--- config.mk ---
export PLATFORM = sky130hd
export DESIGN_NAME = pcx_planar_rle_decoder_top
export DESIGN_NICKNAME = d
export VERILOG_FILES = /design/src/hw/rtl/prle_pkg.sv /design/src/hw/rtl/prle_line_mem.sv /design/src/hw/rtl/prle_pal_mem.sv /design/src/hw/rtl/pcx_planar_rle_decoder_top.sv
export SDC_FILE = /design/constraint.sdc
export NUM_CORES = 2
export LEC_CHECK = 0
export BUFFER_PORTS_ARGS = -buffer_cell sky130_fd_sc_hd__buf_2
export CORE_MARGIN = 10
export CORE_UTILIZATION = 51
export CTS_BUF_LIST = sky130_fd_sc_hd__clkbuf_8
export DETAILED_ROUTE_END_ITERATION = 8
export HOLD_SLACK_MARGIN = 0.12
export PLACE_DENSITY = 0.76
export SETUP_SLACK_MARGIN = 0.05
export SYNTH_ARGS = -nofsm -noshare
export SYNTH_HDL_FRONTEND = slang
export SYNTH_MEMORY_MAX_BITS = 65536
export SYNTH_SLANG_ARGS = --single-unit
--- constraint.sdc ---
create_clock -name clk_i -period 10.4 [get_ports clk_i]
set_clock_uncertainty 0.1 [all_clocks]
set_input_delay 1.04 -clock clk_i [delete_from_list [all_inputs] [get_ports clk_i]]
set_output_delay 1.04 -clock clk_i [all_outputs]
set_load 0.03 [all_outputs]
--- src/hw/rtl/prle_pkg.sv ---
// ----------------------------------------------------------------------------
// prle_pkg
// Shared types and constants of the planar PCX run-length decoder.
// ----------------------------------------------------------------------------
package prle_pkg;

  localparam int DEF_MAX_WIDTH       = 1024;
  localparam int DEF_MAX_HEIGHT      = 1024;
  localparam int DEF_MAX_PLANE_BYTES = 128;
  localparam int HEADER_BYTES        = 128;

  localparam logic [6:0] HDR_LAST      = 7'(HEADER_BYTES - 1);
  localparam logic [6:0] HDR_MAGIC     = 7'd0;
  localparam logic [6:0] HDR_XMIN_LO   = 7'd4;
  localparam logic [6:0] HDR_XMIN_HI   = 7'd5;
  localparam logic [6:0] HDR_YMIN_LO   = 7'd6;
  localparam logic [6:0] HDR_YMIN_HI   = 7'd7;
  localparam logic [6:0] HDR_XMAX_LO   = 7'd8;
  localparam logic [6:0] HDR_XMAX_HI   = 7'd9;
  localparam logic [6:0] HDR_YMAX_LO   = 7'd10;
  localparam logic [6:0] HDR_YMAX_HI   = 7'd11;
  localparam logic [6:0] HDR_PAL_FIRST = 7'd16;
  localparam logic [6:0] HDR_PAL_END   = 7'd64;
  localparam logic [6:0] HDR_PLANES    = 7'd65;
  localparam logic [6:0] HDR_BPL_LO    = 7'd66;
  localparam logic [6:0] HDR_BPL_HI    = 7'd67;

  localparam logic [7:0] PCX_MAGIC   = 8'h0A;
  localparam logic [1:0] RUN_MARK    = 2'b11;
  localparam logic [7:0] PLANE_COUNT = 8'd4;

  localparam logic [1:0] KIND_PALETTE = 2'd0;
  localparam logic [1:0] KIND_PIXELS  = 2'd1;
  localparam logic [1:0] KIND_ERROR   = 2'd2;
  localparam logic [1:0] KIND_END     = 2'd3;

  localparam logic [1:0] ERR_NONE  = 2'd0;
  localparam logic [1:0] ERR_MAGIC = 2'd1;
  localparam logic [1:0] ERR_GEOM  = 2'd2;
  localparam logic [1:0] ERR_LARGE = 2'd3;

  localparam logic CFG_WIDTH_LIMIT  = 1'b0;
  localparam logic [10:0] RST_WIDTH_LIMIT  = 11'd640;
  localparam logic [10:0] RST_HEIGHT_LIMIT = 11'd350;

  typedef enum logic [2:0] {
    PH_HEADER = 3'b001,
    PH_BODY   = 3'b010,
    PH_DRAIN  = 3'b100
  } phase_e;

  typedef enum logic [9:0] {
    S_IDLE     = 10'b0000000001,
    S_HDR_CHK  = 10'b0000000010,
    S_RUN      = 10'b0000000100,
    S_CHECK    = 10'b0000001000,
    S_ROW_RD   = 10'b0000010000,
    S_ROW_CAP  = 10'b0000100000,
    S_ROW_EMIT = 10'b0001000000,
    S_PAL_RD   = 10'b0010000000,
    S_PAL_EMIT = 10'b0100000000,
    S_SINGLE   = 10'b1000000000
  } state_e;

endpackage

--- src/hw/rtl/prle_line_mem.sv ---
// ----------------------------------------------------------------------------
// prle_line_mem
// Row store: one write and one registered read port.
// ----------------------------------------------------------------------------
module prle_line_mem #(
  parameter int DEPTH = 4 * prle_pkg::DEF_MAX_PLANE_BYTES,
  parameter int AW    = $clog2(DEPTH)
) (
  input  logic          clk_i,
  input  logic          we_i,
  input  logic [AW-1:0] waddr_i,
  input  logic [7:0]    wdata_i,
  input  logic          re_i,
  input  logic [AW-1:0] raddr_i,
  output logic [7:0]    rdata_o
);

  logic [7:0] mem_q [DEPTH];

  always_ff @(posedge clk_i) begin
    if (we_i) begin
      mem_q[waddr_i] <= wdata_i;
    end
    if (re_i) begin
      rdata_o <= mem_q[raddr_i];
    end
  end

endmodule

--- src/hw/rtl/prle_pal_mem.sv ---
// ----------------------------------------------------------------------------
// prle_pal_mem
// Palette store: 16 RGB entries, byte lane writes, registered read.
// ----------------------------------------------------------------------------
module prle_pal_mem (
  input  logic        clk_i,
  input  logic [2:0]  we_i,
  input  logic [3:0]  waddr_i,
  input  logic [7:0]  wdata_i,
  input  logic        re_i,
  input  logic [3:0]  raddr_i,
  output logic [23:0] rdata_o
);

  logic [23:0] mem_q [16];

  always_ff @(posedge clk_i) begin
    for (int k = 0; k < 3; k++) begin
      if (we_i[k]) begin
        mem_q[waddr_i][k*8 +: 8] <= wdata_i;
      end
    end
    if (re_i) begin
      rdata_o <= mem_q[raddr_i];
    end
  end

endmodule

--- src/hw/rtl/pcx_planar_rle_decoder_top.sv ---
// ----------------------------------------------------------------------------
// pcx_planar_rle_decoder_top
// 4-plane PCX decoder: header, palette, RLE rows to packed 4-bit pixels.
// ----------------------------------------------------------------------------
// Usage:
//  Input channel takes one file byte per transfer (end_of_file_i on the last
//  byte). Output channel gives one result per transfer from an output
//  register; a stalled result holds and the decoder waits for the slot.
//  Config writes (index 0 width limit, 1 height limit) are taken any cycle.
//  Steps per byte, set by the sequencer and the one-port row store:
//   header byte: taken in idle; last header byte: header check, then a read
//   and an emit per palette entry; plain body byte: the check; run value
//   byte: the run fill, then the check; a finished row adds, per 16-pixel
//   group, 8 reads of the row store, one capture each, one output load.
//  Reset: header phase, limits 640 x 350, output empty, ready for byte 0.
//  No clearing pass: unfilled row bytes are masked by the fill count.
// ----------------------------------------------------------------------------
module pcx_planar_rle_decoder_top #(
  parameter int MAX_WIDTH       = prle_pkg::DEF_MAX_WIDTH,
  parameter int MAX_HEIGHT      = prle_pkg::DEF_MAX_HEIGHT,
  parameter int MAX_PLANE_BYTES = prle_pkg::DEF_MAX_PLANE_BYTES
) (
  input  logic        clk_i,
  input  logic        rst_ni,
  input  logic        in_valid_i,
  output logic        in_stall_o,
  input  logic [7:0]  data_byte_i,
  input  logic        end_of_file_i,
  output logic        out_valid_o,
  input  logic        out_stall_i,
  output logic [1:0]  result_kind_o,
  output logic [3:0]  palette_index_o,
  output logic [7:0]  red_o,
  output logic [7:0]  green_o,
  output logic [7:0]  blue_o,
  output logic [9:0]  pixel_row_o,
  output logic [5:0]  pixel_group_o,
  output logic [63:0] pixels_o,
  output logic [1:0]  error_code_o,
  output logic        last_of_run_o,
  output logic        frame_done_o,
  input  logic        cfg_valid_i,
  output logic        cfg_ready_o,
  input  logic        cfg_index_i,
  input  logic [10:0] cfg_data_i
);

  localparam int WW    = $clog2(MAX_WIDTH + 1);
  localparam int HW    = $clog2(MAX_HEIGHT + 1);
  localparam int PBW   = $clog2(MAX_PLANE_BYTES + 1);
  localparam int DEPTH = 4 * MAX_PLANE_BYTES;
  localparam int FW    = $clog2(DEPTH + 1);
  localparam int AW    = $clog2(DEPTH);

  prle_pkg::state_e state_q;
  prle_pkg::phase_e phase_q;

  logic [6:0]    hpos_q;
  logic          magic_q;
  logic [15:0]   left_q, top_q, right_q, bottom_q, bpp_q;
  logic [7:0]    planes_q;
  logic [3:0]    pal_entry_q;
  logic [1:0]    pal_lane_q;
  logic [FW-1:0] fill_q;
  logic          run_pend_q;
  logic [5:0]    run_len_q, run_left_q;
  logic [7:0]    run_val_q;
  logic [HW-1:0] row_q, img_h_q;
  logic [WW-1:0] img_w_q;
  logic          eof_q, row_done_q, rd_ok_q;
  logic [5:0]    grp_q;
  logic [2:0]    byte_q;
  logic [63:0]   pix_q, pix_d;
  logic [3:0]    pal_idx_q;
  logic [1:0]    single_kind_q, single_err_q;
  logic [10:0]   wlim_q, hlim_q;
  logic          out_valid_q;

  logic accept, slot_free;
  assign in_stall_o  = (state_q != prle_pkg::S_IDLE);
  assign accept      = in_valid_i && !in_stall_o;
  assign slot_free   = !out_valid_q || !out_stall_i;
  assign cfg_ready_o = 1'b1;
  assign out_valid_o = out_valid_q;

  // row store write
  logic [PBW-1:0] bpp_s;
  logic [FW-1:0]  line_len;
  logic           room, body_plain, lw_en;
  logic [7:0]     lw_data;
  assign bpp_s      = bpp_q[PBW-1:0];
  assign line_len   = FW'({bpp_s, 2'b00});
  assign room       = fill_q < line_len;
  assign body_plain = accept && (phase_q == prle_pkg::PH_BODY) && !run_pend_q
                      && (data_byte_i[7:6] != prle_pkg::RUN_MARK);
  assign lw_en      = room && (body_plain ||
                      ((state_q == prle_pkg::S_RUN) && (run_left_q != 6'd0)));
  assign lw_data    = (state_q == prle_pkg::S_RUN) ? run_val_q : data_byte_i;

  // row store read
  logic [FW:0]   rd_addr_full;
  logic [7:0]    line_rdata;
  logic          row_rd;
  assign row_rd       = (state_q == prle_pkg::S_ROW_RD);
  assign rd_addr_full = ((FW+1)'(byte_q[2:1]) * (FW+1)'(bpp_s))
                        + (FW+1)'({grp_q, byte_q[0]});

  prle_line_mem #(.DEPTH(DEPTH), .AW(AW)) u_line (
    .clk_i   (clk_i),
    .we_i    (lw_en),
    .waddr_i (fill_q[AW-1:0]),
    .wdata_i (lw_data),
    .re_i    (row_rd),
    .raddr_i (rd_addr_full[AW-1:0]),
    .rdata_o (line_rdata)
  );

  // palette store
  logic [2:0]  pal_we;
  logic [23:0] pal_rdata;
  always_comb begin
    pal_we = 3'b000;
    if (accept && (phase_q == prle_pkg::PH_HEADER) &&
        (hpos_q >= prle_pkg::HDR_PAL_FIRST) && (hpos_q < prle_pkg::HDR_PAL_END)) begin
      pal_we[2'd2 - pal_lane_q] = 1'b1;
    end
  end

  prle_pal_mem u_pal (
    .clk_i   (clk_i),
    .we_i    (pal_we),
    .waddr_i (pal_entry_q),
    .wdata_i (data_byte_i),
    .re_i    (state_q == prle_pkg::S_PAL_RD),
    .raddr_i (pal_idx_q),
    .rdata_o (pal_rdata)
  );

  // header checks
  logic [17:0] w18, h18;
  logic        w_bad, h_bad, geom_bad, too_large;
  logic [1:0]  hdr_err;
  assign w18      = {2'b00, right_q} - {2'b00, left_q} + 18'd1;
  assign h18      = {2'b00, bottom_q} - {2'b00, top_q} + 18'd1;
  assign w_bad    = w18[17] || (w18 == 18'd0);
  assign h_bad    = h18[17] || (h18 == 18'd0);
  assign geom_bad = w_bad || h_bad || (planes_q != prle_pkg::PLANE_COUNT)
                    || ({bpp_q, 3'b000} < {1'b0, w18});
  assign too_large = (w18 > {7'd0, wlim_q}) || (w18 > 18'(MAX_WIDTH))
                     || (h18 > {7'd0, hlim_q}) || (h18 > 18'(MAX_HEIGHT))
                     || (bpp_q > 16'(MAX_PLANE_BYTES));
  always_comb begin
    if (!magic_q)       hdr_err = prle_pkg::ERR_MAGIC;
    else if (geom_bad)  hdr_err = prle_pkg::ERR_GEOM;
    else if (too_large) hdr_err = prle_pkg::ERR_LARGE;
    else                hdr_err = prle_pkg::ERR_NONE;
  end

  // row sequencing
  logic [6:0]  groups;
  logic        last_grp, row_full, last_row;
  logic [63:0] pix_masked;
  assign groups   = 7'((12'(img_w_q) + 12'd15) >> 4);
  assign last_grp = ({1'b0, grp_q} + 7'd1) == groups;
  assign row_full = !room;
  assign last_row = ((HW+1)'(row_q) + (HW+1)'(1)) == (HW+1)'(img_h_q);

  always_comb begin
    pix_d = pix_q;
    for (int t = 0; t < 8; t++) begin
      pix_d[{byte_q[0], 3'(t), byte_q[2:1]}] =
        pix_q[{byte_q[0], 3'(t), byte_q[2:1]}] | (rd_ok_q & line_rdata[7-t]);
    end
    for (int k = 0; k < 16; k++) begin
      pix_masked[4*k +: 4] = (12'({grp_q, 4'(k)}) < 12'(img_w_q)) ?
                             pix_q[4*k +: 4] : 4'd0;
    end
  end

  // output load
  logic        ld;
  logic [1:0]  ld_kind, ld_err;
  logic        ld_last, ld_done;
  always_comb begin
    ld      = 1'b0;
    ld_kind = prle_pkg::KIND_END;
    ld_err  = prle_pkg::ERR_NONE;
    ld_last = 1'b0;
    ld_done = 1'b0;
    case (state_q)
      prle_pkg::S_ROW_EMIT: begin
        ld      = slot_free;
        ld_kind = prle_pkg::KIND_PIXELS;
        ld_last = last_grp;
        ld_done = last_grp && row_done_q;
      end
      prle_pkg::S_PAL_EMIT: begin
        ld      = slot_free;
        ld_kind = prle_pkg::KIND_PALETTE;
        ld_last = (pal_idx_q == 4'd15) && !eof_q;
      end
      prle_pkg::S_SINGLE: begin
        ld      = slot_free;
        ld_kind = single_kind_q;
        ld_err  = single_err_q;
        ld_last = 1'b1;
        ld_done = 1'b1;
      end
      default: ;
    endcase
  end

  always_ff @(posedge clk_i or negedge rst_ni) begin
    if (!rst_ni) begin
      out_valid_q <= 1'b0;
    end else if (ld) begin
      out_valid_q <= 1'b1;
    end else if (!out_stall_i) begin
      out_valid_q <= 1'b0;
    end
  end

  always_ff @(posedge clk_i) begin
    if (ld) begin
      result_kind_o   <= ld_kind;
      error_code_o    <= ld_err;
      last_of_run_o   <= ld_last;
      frame_done_o    <= ld_done;
      if (state_q == prle_pkg::S_PAL_EMIT) begin
        palette_index_o <= pal_idx_q;
        red_o           <= pal_rdata[23:16];
        green_o         <= pal_rdata[15:8];
        blue_o          <= pal_rdata[7:0];
      end else begin
        palette_index_o <= 4'd0;
        red_o           <= 8'd0;
        green_o         <= 8'd0;
        blue_o          <= 8'd0;
      end
      if (state_q == prle_pkg::S_ROW_EMIT) begin
        pixel_row_o   <= 10'(row_q);
        pixel_group_o <= grp_q;
        pixels_o      <= pix_masked;
      end else begin
        pixel_row_o   <= 10'd0;
        pixel_group_o <= 6'd0;
        pixels_o      <= 64'd0;
      end
    end
  end

  // config
  always_ff @(posedge clk_i or negedge rst_ni) begin
    if (!rst_ni) begin
      wlim_q <= prle_pkg::RST_WIDTH_LIMIT;
      hlim_q <= prle_pkg::RST_HEIGHT_LIMIT;
    end else if (cfg_valid_i) begin
      if (cfg_index_i == prle_pkg::CFG_WIDTH_LIMIT) wlim_q <= cfg_data_i;
      else                                          hlim_q <= cfg_data_i;
    end
  end

  // sequencer
  always_ff @(posedge clk_i or negedge rst_ni) begin
    if (!rst_ni) begin
      state_q       <= prle_pkg::S_IDLE;
      phase_q       <= prle_pkg::PH_HEADER;
      hpos_q        <= 7'd0;
      magic_q       <= 1'b0;
      left_q        <= 16'd0;
      top_q         <= 16'd0;
      right_q       <= 16'd0;
      bottom_q      <= 16'd0;
      planes_q      <= 8'd0;
      bpp_q         <= 16'd0;
      pal_entry_q   <= 4'd0;
      pal_lane_q    <= 2'd0;
      fill_q        <= '0;
      run_pend_q    <= 1'b0;
      run_len_q     <= 6'd0;
      run_left_q    <= 6'd0;
      run_val_q     <= 8'd0;
      row_q         <= '0;
      img_h_q       <= '0;
      img_w_q       <= '0;
      eof_q         <= 1'b0;
      row_done_q    <= 1'b0;
      rd_ok_q       <= 1'b0;
      grp_q         <= 6'd0;
      byte_q        <= 3'd0;
      pix_q         <= 64'd0;
      pal_idx_q     <= 4'd0;
      single_kind_q <= prle_pkg::KIND_END;
      single_err_q  <= prle_pkg::ERR_NONE;
    end else begin
      if (lw_en) fill_q <= fill_q + FW'(1);
      case (state_q)
        prle_pkg::S_IDLE: begin
          if (accept) begin
            eof_q <= end_of_file_i;
            case (phase_q)
              prle_pkg::PH_HEADER: begin
                case (hpos_q)
                  prle_pkg::HDR_MAGIC: begin
                    magic_q     <= (data_byte_i == prle_pkg::PCX_MAGIC);
                    pal_entry_q <= 4'd0;
                    pal_lane_q  <= 2'd0;
                  end
                  prle_pkg::HDR_XMIN_LO: left_q[7:0]    <= data_byte_i;
                  prle_pkg::HDR_XMIN_HI: left_q[15:8]   <= data_byte_i;
                  prle_pkg::HDR_YMIN_LO: top_q[7:0]     <= data_byte_i;
                  prle_pkg::HDR_YMIN_HI: top_q[15:8]    <= data_byte_i;
                  prle_pkg::HDR_XMAX_LO: right_q[7:0]   <= data_byte_i;
                  prle_pkg::HDR_XMAX_HI: right_q[15:8]  <= data_byte_i;
                  prle_pkg::HDR_YMAX_LO: bottom_q[7:0]  <= data_byte_i;
                  prle_pkg::HDR_YMAX_HI: bottom_q[15:8] <= data_byte_i;
                  prle_pkg::HDR_PLANES:  planes_q       <= data_byte_i;
                  prle_pkg::HDR_BPL_LO:  bpp_q[7:0]     <= data_byte_i;
                  prle_pkg::HDR_BPL_HI:  bpp_q[15:8]    <= data_byte_i;
                  default: ;
                endcase
                if (pal_we != 3'b000) begin
                  if (pal_lane_q == 2'd2) begin
                    pal_lane_q  <= 2'd0;
                    pal_entry_q <= pal_entry_q + 4'd1;
                  end else begin
                    pal_lane_q <= pal_lane_q + 2'd1;
                  end
                end
                if (hpos_q != prle_pkg::HDR_LAST) begin
                  if (end_of_file_i) begin
                    hpos_q        <= 7'd0;
                    single_kind_q <= prle_pkg::KIND_ERROR;
                    single_err_q  <= prle_pkg::ERR_MAGIC;
                    state_q       <= prle_pkg::S_SINGLE;
                  end else begin
                    hpos_q <= hpos_q + 7'd1;
                  end
                end else begin
                  hpos_q  <= 7'd0;
                  state_q <= prle_pkg::S_HDR_CHK;
                end
              end
              prle_pkg::PH_BODY: begin
                if (run_pend_q) begin
                  run_left_q <= run_len_q;
                  run_val_q  <= data_byte_i;
                  run_pend_q <= 1'b0;
                  state_q    <= prle_pkg::S_RUN;
                end else if (data_byte_i[7:6] == prle_pkg::RUN_MARK) begin
                  run_len_q <= data_byte_i[5:0];
                  if (end_of_file_i) begin
                    run_left_q <= data_byte_i[5:0];
                    run_val_q  <= 8'd0;
                    state_q    <= prle_pkg::S_RUN;
                  end else begin
                    run_pend_q <= 1'b1;
                    state_q    <= prle_pkg::S_CHECK;
                  end
                end else begin
                  state_q <= prle_pkg::S_CHECK;
                end
              end
              default: begin
                if (end_of_file_i) phase_q <= prle_pkg::PH_HEADER;
              end
            endcase
          end
        end
        prle_pkg::S_HDR_CHK: begin
          if (hdr_err != prle_pkg::ERR_NONE) begin
            single_kind_q <= prle_pkg::KIND_ERROR;
            single_err_q  <= hdr_err;
            phase_q       <= eof_q ? prle_pkg::PH_HEADER : prle_pkg::PH_DRAIN;
            state_q       <= prle_pkg::S_SINGLE;
          end else begin
            img_w_q    <= w18[WW-1:0];
            img_h_q    <= h18[HW-1:0];
            phase_q    <= prle_pkg::PH_BODY;
            row_q      <= '0;
            run_pend_q <= 1'b0;
            run_len_q  <= 6'd0;
            fill_q     <= '0;
            pal_idx_q  <= 4'd0;
            state_q    <= prle_pkg::S_PAL_RD;
          end
        end
        prle_pkg::S_RUN: begin
          if (run_left_q == 6'd0) state_q <= prle_pkg::S_CHECK;
          else                    run_left_q <= run_left_q - 6'd1;
        end
        prle_pkg::S_CHECK: begin
          grp_q  <= 6'd0;
          byte_q <= 3'd0;
          pix_q  <= 64'd0;
          if (row_full) begin
            row_done_q <= last_row || eof_q;
            if (last_row && !eof_q)      phase_q <= prle_pkg::PH_DRAIN;
            else if (last_row || eof_q)  phase_q <= prle_pkg::PH_HEADER;
            state_q <= prle_pkg::S_ROW_RD;
          end else if (eof_q) begin
            phase_q <= prle_pkg::PH_HEADER;
            if (fill_q != '0) begin
              row_done_q <= 1'b1;
              state_q    <= prle_pkg::S_ROW_RD;
            end else begin
              single_kind_q <= prle_pkg::KIND_END;
              single_err_q  <= prle_pkg::ERR_NONE;
              state_q       <= prle_pkg::S_SINGLE;
            end
          end else begin
            state_q <= prle_pkg::S_IDLE;
          end
        end
        prle_pkg::S_ROW_RD: begin
          rd_ok_q <= rd_addr_full < (FW+1)'(fill_q);
          state_q <= prle_pkg::S_ROW_CAP;
        end
        prle_pkg::S_ROW_CAP: begin
          pix_q  <= pix_d;
          byte_q <= byte_q + 3'd1;
          state_q <= (byte_q == 3'd7) ? prle_pkg::S_ROW_EMIT : prle_pkg::S_ROW_RD;
        end
        prle_pkg::S_ROW_EMIT: begin
          if (slot_free) begin
            if (last_grp) begin
              row_q   <= row_q + HW'(1);
              fill_q  <= '0;
              state_q <= prle_pkg::S_IDLE;
            end else begin
              grp_q   <= grp_q + 6'd1;
              byte_q  <= 3'd0;
              pix_q   <= 64'd0;
              state_q <= prle_pkg::S_ROW_RD;
            end
          end
        end
        prle_pkg::S_PAL_RD: begin
          state_q <= prle_pkg::S_PAL_EMIT;
        end
        prle_pkg::S_PAL_EMIT: begin
          if (slot_free) begin
            if (pal_idx_q == 4'd15) begin
              if (eof_q) begin
                single_kind_q <= prle_pkg::KIND_END;
                single_err_q  <= prle_pkg::ERR_NONE;
                phase_q       <= prle_pkg::PH_HEADER;
                state_q       <= prle_pkg::S_SINGLE;
              end else begin
                state_q <= prle_pkg::S_IDLE;
              end
            end else begin
              pal_idx_q <= pal_idx_q + 4'd1;
              state_q   <= prle_pkg::S_PAL_RD;
            end
          end
        end
        prle_pkg::S_SINGLE: begin
          if (slot_free) state_q <= prle_pkg::S_IDLE;
        end
        default: state_q <= prle_pkg::S_IDLE;
      endcase
    end
  end

endmodule

After elaboration in Yosys (flattened, before gate mapping) --
Memories as Yosys holds them, arrays and structs flattened. A register that Yosys moved wholly into a read port is not among the register bits. Cells that the tools add are included.
Cells by class: equality and inequality tests 65, multipliers 1, $lt $le $gt $ge 44, mux-type cells 173, add/subtract/negate cells 18, bitwise operators 18, reduce and logical (&&, ||, !) cells 104
Operator list (number):
- $bwmux W64 | 8
- $pmux W64 S3 | 1
- $mux W10 | 19
- $lt A10 B11 Y1 | 16
- $mux W64 | 2
- $pmux W10 S10 | 1
- $mux W6 | 13
- $reduce_and A4 Y1 | 16
- $lt A6 B7 Y1 const B | 8
- $mux W2 | 28
- $ge A6 B1 Y1 const B | 8
- $ne A2 B2 Y1 const B | 24
- $mux W3 | 14
- $pmux W10 S2 | 2
- $reduce_and A2 Y1 | 20
- $mux W1 | 37
- $add A17 B2 Y18 const B | 2
- $gt A18 B11 Y1 | 2
- $gt A18 B11 Y1 const B | 2
- $logic_not A18 Y1 | 2
- $pmux W6 S2 | 3
- $sub A16 B16 Y17 | 2
- $mux W11 | 3
- $mux W8 | 4
- 83 further kinds | 186
Storage, ports and cells: memories 2, register bits after elaboration 400, output and inout bits 117, logic and storage cells 488, RAM bits 4480, input port bits 26
Memory list:
- u_line.mem_q | words 512, bits a word 8, rd ports 1, clocked after Yosys merged registers in 1, wr ports 1, RTL line prle_line_mem.sv:18 | logic [7:0] mem_q [DEPTH];
- u_pal.mem_q | words 16, bits a word 24, rd ports 1, clocked after Yosys merged registers in 1, wr ports 1, RTL line prle_pal_mem.sv:15 | logic [23:0] mem_q [16];

Longest topological paths before layout --
depth in word-level cells 13, depth in mapped cells 27

Modules after synthesis --
A second synthesis with hierarchy kept.
Unflattened totals: cells, all modules 10970, area, all modules 198150.0 µm²
By module, submodules not included:
- prle_line_mem | times used 1, cells an instance 8030, sequential area each 123238.2 µm², area each 160007.2 µm²
- pcx_planar_rle_decoder_top | times used 1, cells an instance 2256, sequential area each 10568.9 µm², area each 22795.6 µm²
- prle_pal_mem | times used 1, cells an instance 684, sequential area each 12251.8 µm², area each 15347.2 µm²

Least setup slack after synthesis --
No wires, ideal clock.
path kind register to register, from register state_q[3], to register blue_o[0], enable pin, arrival time 6.579 ns, path slack 3.132 ns, clock period less this slack 7.268 ns, setup time 0.589 ns, data required time 9.711 ns, cell stages (with the launch flop) 7, path through dfrtp_1 > clkbuf_1 > nor4_1 > nand3_1 > nor3b_1 > nor3_1 > nor2_1
On the way: word-level cells in the longest chain between the ends 3
Ends and longest elaborated chain:
- from (decl) | RTL line pcx_planar_rle_decoder_top.sv:55 | prle_pkg::state_e state_q;
- from (signal assigned) | RTL line pcx_planar_rle_decoder_top.sv:266 | state_q <= prle_pkg::S_IDLE;
- from (signal assigned) | RTL line pcx_planar_rle_decoder_top.sv:335 | state_q <= prle_pkg::S_SINGLE;
- from (signal assigned) | RTL line pcx_planar_rle_decoder_top.sv:341 | state_q <= prle_pkg::S_HDR_CHK;
- $eq A10 B9 Y1 (tied with other cells) | RTL line pcx_planar_rle_decoder_top.sv:190 | case (state_q)
- $reduce_or A3 Y1 (no line) *
- $mux W1 * | RTL line pcx_planar_rle_decoder_top.sv:190
- named net ld | RTL line pcx_planar_rle_decoder_top.sv:181 | logic ld;
- to (signal assigned) | RTL line pcx_planar_rle_decoder_top.sv:233 | blue_o <= pal_rdata[7:0];
- to (decl) | RTL line pcx_planar_rle_decoder_top.sv:35 | output logic [7:0] blue_o,
The timed path passes the listed nets; every way through them passes the cells marked *. A chain may end at the register's enable or synchronous reset.

Final worst setup path --
from register right_q[0], to register row_q[1]
On the way: word-level cells in the longest chain between the ends 13
Ends and longest elaborated chain:
- from (decl) | RTL line pcx_planar_rle_decoder_top.sv:60 | logic [15:0] left_q, top_q, right_q, bottom_q, bpp_q;
- from (signal assigned) | RTL line pcx_planar_rle_decoder_top.sv:313 | prle_pkg::HDR_XMAX_LO: right_q[7:0] <= data_byte_i;
- $sub A16 B16 Y17 * | RTL line pcx_planar_rle_decoder_top.sv:143 | assign w18 = {2'b00, right_q} - {2'b00, left_q} + 18'd1;
- $add A17 B2 Y18 * | RTL line pcx_planar_rle_decoder_top.sv:143
- named net w18[7] | RTL line pcx_planar_rle_decoder_top.sv:140 | logic [17:0] w18, h18;
- $gt A18 B11 Y1 | RTL line pcx_planar_rle_decoder_top.sv:149 | assign too_large = (w18 > {7'd0, wlim_q}) || (w18 > 18'(MAX_WIDTH))
- $logic_or A1 B1 Y1 | RTL line pcx_planar_rle_decoder_top.sv:149
- $logic_or A1 B1 Y1 (2 in a row) | RTL line pcx_planar_rle_decoder_top.sv:150 | || (h18 > {7'd0, hlim_q}) || (h18 > 18'(MAX_HEIGHT))
- $logic_or A1 B1 Y1 | RTL line pcx_planar_rle_decoder_top.sv:151 | || (bpp_q > 16'(MAX_PLANE_BYTES));
- $mux W2 | RTL line pcx_planar_rle_decoder_top.sv:155 | else if (too_large) hdr_err = prle_pkg::ERR_LARGE;
- $mux W2 * | RTL line pcx_planar_rle_decoder_top.sv:154 | else if (geom_bad) hdr_err = prle_pkg::ERR_GEOM;
- $mux W2 * | RTL line pcx_planar_rle_decoder_top.sv:153 | if (!magic_q) hdr_err = prle_pkg::ERR_MAGIC;
- $reduce_bool A2 Y1 * | RTL line pcx_planar_rle_decoder_top.sv:371 | if (hdr_err != prle_pkg::ERR_NONE) begin
- $ne A2 B2 Y1 (no line) *
- $reduce_and A4 Y1 (no line) *
- to (signal assigned) | RTL line pcx_planar_rle_decoder_top.sv:427 | row_q <= row_q + HW'(1);
- to (decl) | RTL line pcx_planar_rle_decoder_top.sv:68 | logic [HW-1:0] row_q, img_h_q;
Marks and branches as above.

==> flow_summary.toml <==
[synthesis]
synth-seq-cells = 4911
yosysMostFrequentCell = "edfxtp_1"
yosys-top-cells-area = "edfxtp_1 71%, mux4_2 16%, dfrtp_1 3.5%"
seq_area_frac_synth_pct = 74.5
mappedNetlistArea_um2 = 196000
synthArstFlopShare_pct = 5.80
synth_top_area_share_pct = 70.9
yosysWarnings = 0
synth_ff_type = "edfxtp_1"
synth.cells.most_frequent = "4,626 x edfxtp_1, 1,397 x mux4_2, 699 x nor2_1, 381 x clkbuf_1, 305 x nand2_1"
syn_inst = 9547
avgSynthCellArea_um2 = 20.5
yosysTopAreaCell = "edfxtp_1"
ys_types = 98
synth-edff-count = 4626
synth_nets = 9707

[cells_and_area]
synthToLayoutAreaGrowth_pct = 10.3
n_fill_cell = 27000
final_cells = 15700
num-nets-final = 10200
final_util_pct = 56.5
layout-drive-gt1-share_pct = 26.3
fin_area_um2 = 216000

[clocking]
clk_path_buf_depth = 4
cts_root_buffer = "clkbuf_8"
cts_tree = "done"
clkTransAtPathRegs_ns = 0.06
clkSinkCount = 4911
numCtsBuffers = 727
htree_levels = 6
clock_latency_ns = 1.23
cts_setup_buffers = 0

[timing]
drv_slew = 0
hold_violations = 0
whs_ns = 0.242
rsz0062_at_grt = "no"
fin_crit_ns = 7.11
slew_headroom_pct = 10.6
tightest_slew_ns = 1.34
tns_ns = 0
min_period_over_period_pct = 68.4
max_freq_mhz = 141
setup_viol = 0

[drt]
drc = 0
viasPerCell = 6.27
drt-total-wl_um = 453000
num_vias = 98200
drt-initial-drc-count = 12900
wire_per_inst_um = 28.9
firstDrtPassIters = 8
antenna_left = 0

[critical_path]
worst_ep_arrival_time_ns = 8.11
path_common_cell = "a21oi_1"
worstSetupEndpointType = "register"
cp_top_family = "compound AO/OA/AOI/OAI gates"
worstReg2RegStart = "right_q[0]"
crit_required_ns = 11.40
path_cells = "inv_1, ha_1, inv_1, fa_1, a21oi_1, nor3_1, or4b_1, nand3_2, o21ai_0, a211oi_1, ha_1, a21o_1, a21o_1, a21oi_1, o21ai_0, a21oi_1, o2111ai_1, a2111oi_0, o221ai_1, nor4b_1, nand2_1, o21ai_1, mux2i_1"
reg2reg_to = "row_q[1]"
crit_path_start_kind = "register"
reg2regPathDepth = 23
path_buf_inv = 2
cp_max_fo = 12
slowest_delay_ns = 0.88
crit_slowest_cell = "o21ai_1"
crit_type = "reg -> reg"
r2r_slack_ns = 3.29

[power_and_ir_drop]
peakVddDrop_mv = 0.206
power_leakage_nw = 71.2
power_density_nw_per_um2 = 211

[floorplan]
core_area_um2 = 383000
die_h_um = 640
die_width_um = 640
row_count = 227
io_pins = 143
die_area_um2 = 410000
initial_core_util_pct = 51.2

[global_route]
grt_pass1_wl_um = 672000
grt.total_usage_pct = 21.8
grt_max_degree = 218
antenna_found_initial = 18
grt-ovfl-total = 0
grt_pass1_vias = 99000

[min_path]
min_to = "wlim_q[6]"
hold_path_depth = 5
hold_start = "cfg_index_i"
hold_class = "in -> reg"

[placed_design]
io_buffers = 141
gp_congestion = 0.870
dpl-instance-area_um2 = 203000
dp_hpwl_um = 272000
place_inst = 14300

[run_status]
outcome = "finished clean"

[job]
timing.max_cap.violations = 0
[timing repair]
action                                  4_1_cts  5_1_grt
hold buffers                                 18        0
gates resized for setup                       0        0
hold endpoints to repair                    164        0
endpoints found under the setup margin        0        0
[power breakdown]
| group | internal (mW) | leakage, nW | switching [mW] |
|---|---|---|---|
| clock | 6.96 | 7.70 | 7.40 |
| sequential | 21.9 | 45.2 | 0.168 |
| combinational | 3.92 | 18.3 | 5.32 |
[layer usage]
metal  global-route usage (%)  up-vias  wire (um)
met5                        0        -        119
li1                         -    40300          -
met4                     6.59       14      13700
met3                     5.18      823      47600
met1                     30.4    51300     173000
met2                     34.6     5775     219000
[cell families after synthesis]
| group | Yosys count | synth area share [%] |
|---|---|---|
| flops | 4911 | 74.5 |
| buf+inv | 681 | 1.32 |
| mux | 1672 | 17.6 |
| simple gates | 1440 | 3.32 |
| compound gates | 617 | 2.01 |
| fa+ha+maj | 134 | 0.890 |
| other cells | 1 | 0.00191 |
| xor+xnor | 91 | 0.407 |
[worst max path at each step]
stage / from / endpoint / slack (ns) / depth (start not counted)
finish: right_q[0] / row_q[1] / 3.29 / 23
global route: right_q[0] / row_q[1] / 2.90 / 22
CTS: right_q[0] / row_q[1] / 3.48 / 23
detailed placement: right_q[0] / img_h_q[2] / 3.54 / 22
global placement: right_q[0] / img_h_q[1] / 3.42 / 22
floorplan: state_q[3] / blue_o[0] / 3.13 / 6
[flip-flops by register name (all words and copies together) (netlist names), 16 cells and up]
name / flops
bottom_q: 16
bpp_q: 16
left_q: 16
pix_q: 64
pixels_o: 64
right_q: 16
top_q: 16
u_line.mem_q: 4096
u_pal.mem_q: 384
u_pal.rdata_o: 24
[per-stage QoR]
stage | power, mW | setup slack, ns
after floorplan | 28.9 | 3.13
after global placement | 31.4 | 3.42
after detailed placement | 31.6 | 3.54
after CTS | 45.8 | 3.48
after global routing | 47.4 | 2.90
final | 45.6 | 3.29
[placed cells by master, fill, tap and decap left out, types with 116 or more instances in the layout]
| cell | instances |
|---|---|
| buf_2 | 140 |
| nand2_1 | 293 |
| edfxtp_1 | 4626 |
| clkinv_1 | 181 |
| inv_1 | 403 |
| ha_1 | 123 |
| and2_1 | 116 |
| mux4_2 | 1397 |
| clkbuf_8 | 737 |
| a21oi_1 | 125 |
| nor2_1 | 696 |
| o21ai_0 | 210 |
| mux2_2 | 149 |
| dfrtp_1 | 272 |
[worst reg2reg max path: cells and delay by family, from the launching register on]
family	cells	cell delay, ns
AOI/OAI and AO/OA	12	3.47
and+or+nand+nor	5	1.73
adders and majority gates	3	0.94
DFF	1	0.37
muxes	1	0.27
buffers and inverters	2	0.13
[cell type report]
type	count	area, um^2	share of cell area [%]
multi-input cells	3955	47800	22.1
well taps	5038	6300	2.91
clock inverters	573	3110	1.44
flip-flops and latches	4911	146000	67.5
repair buffers	292	2220	1.03
diodes	8	20.0	0.00926
clock buffers	737	10100	4.69
inverters	155	582	0.269
No activity file was read; power rests on OpenSTA's default activity.
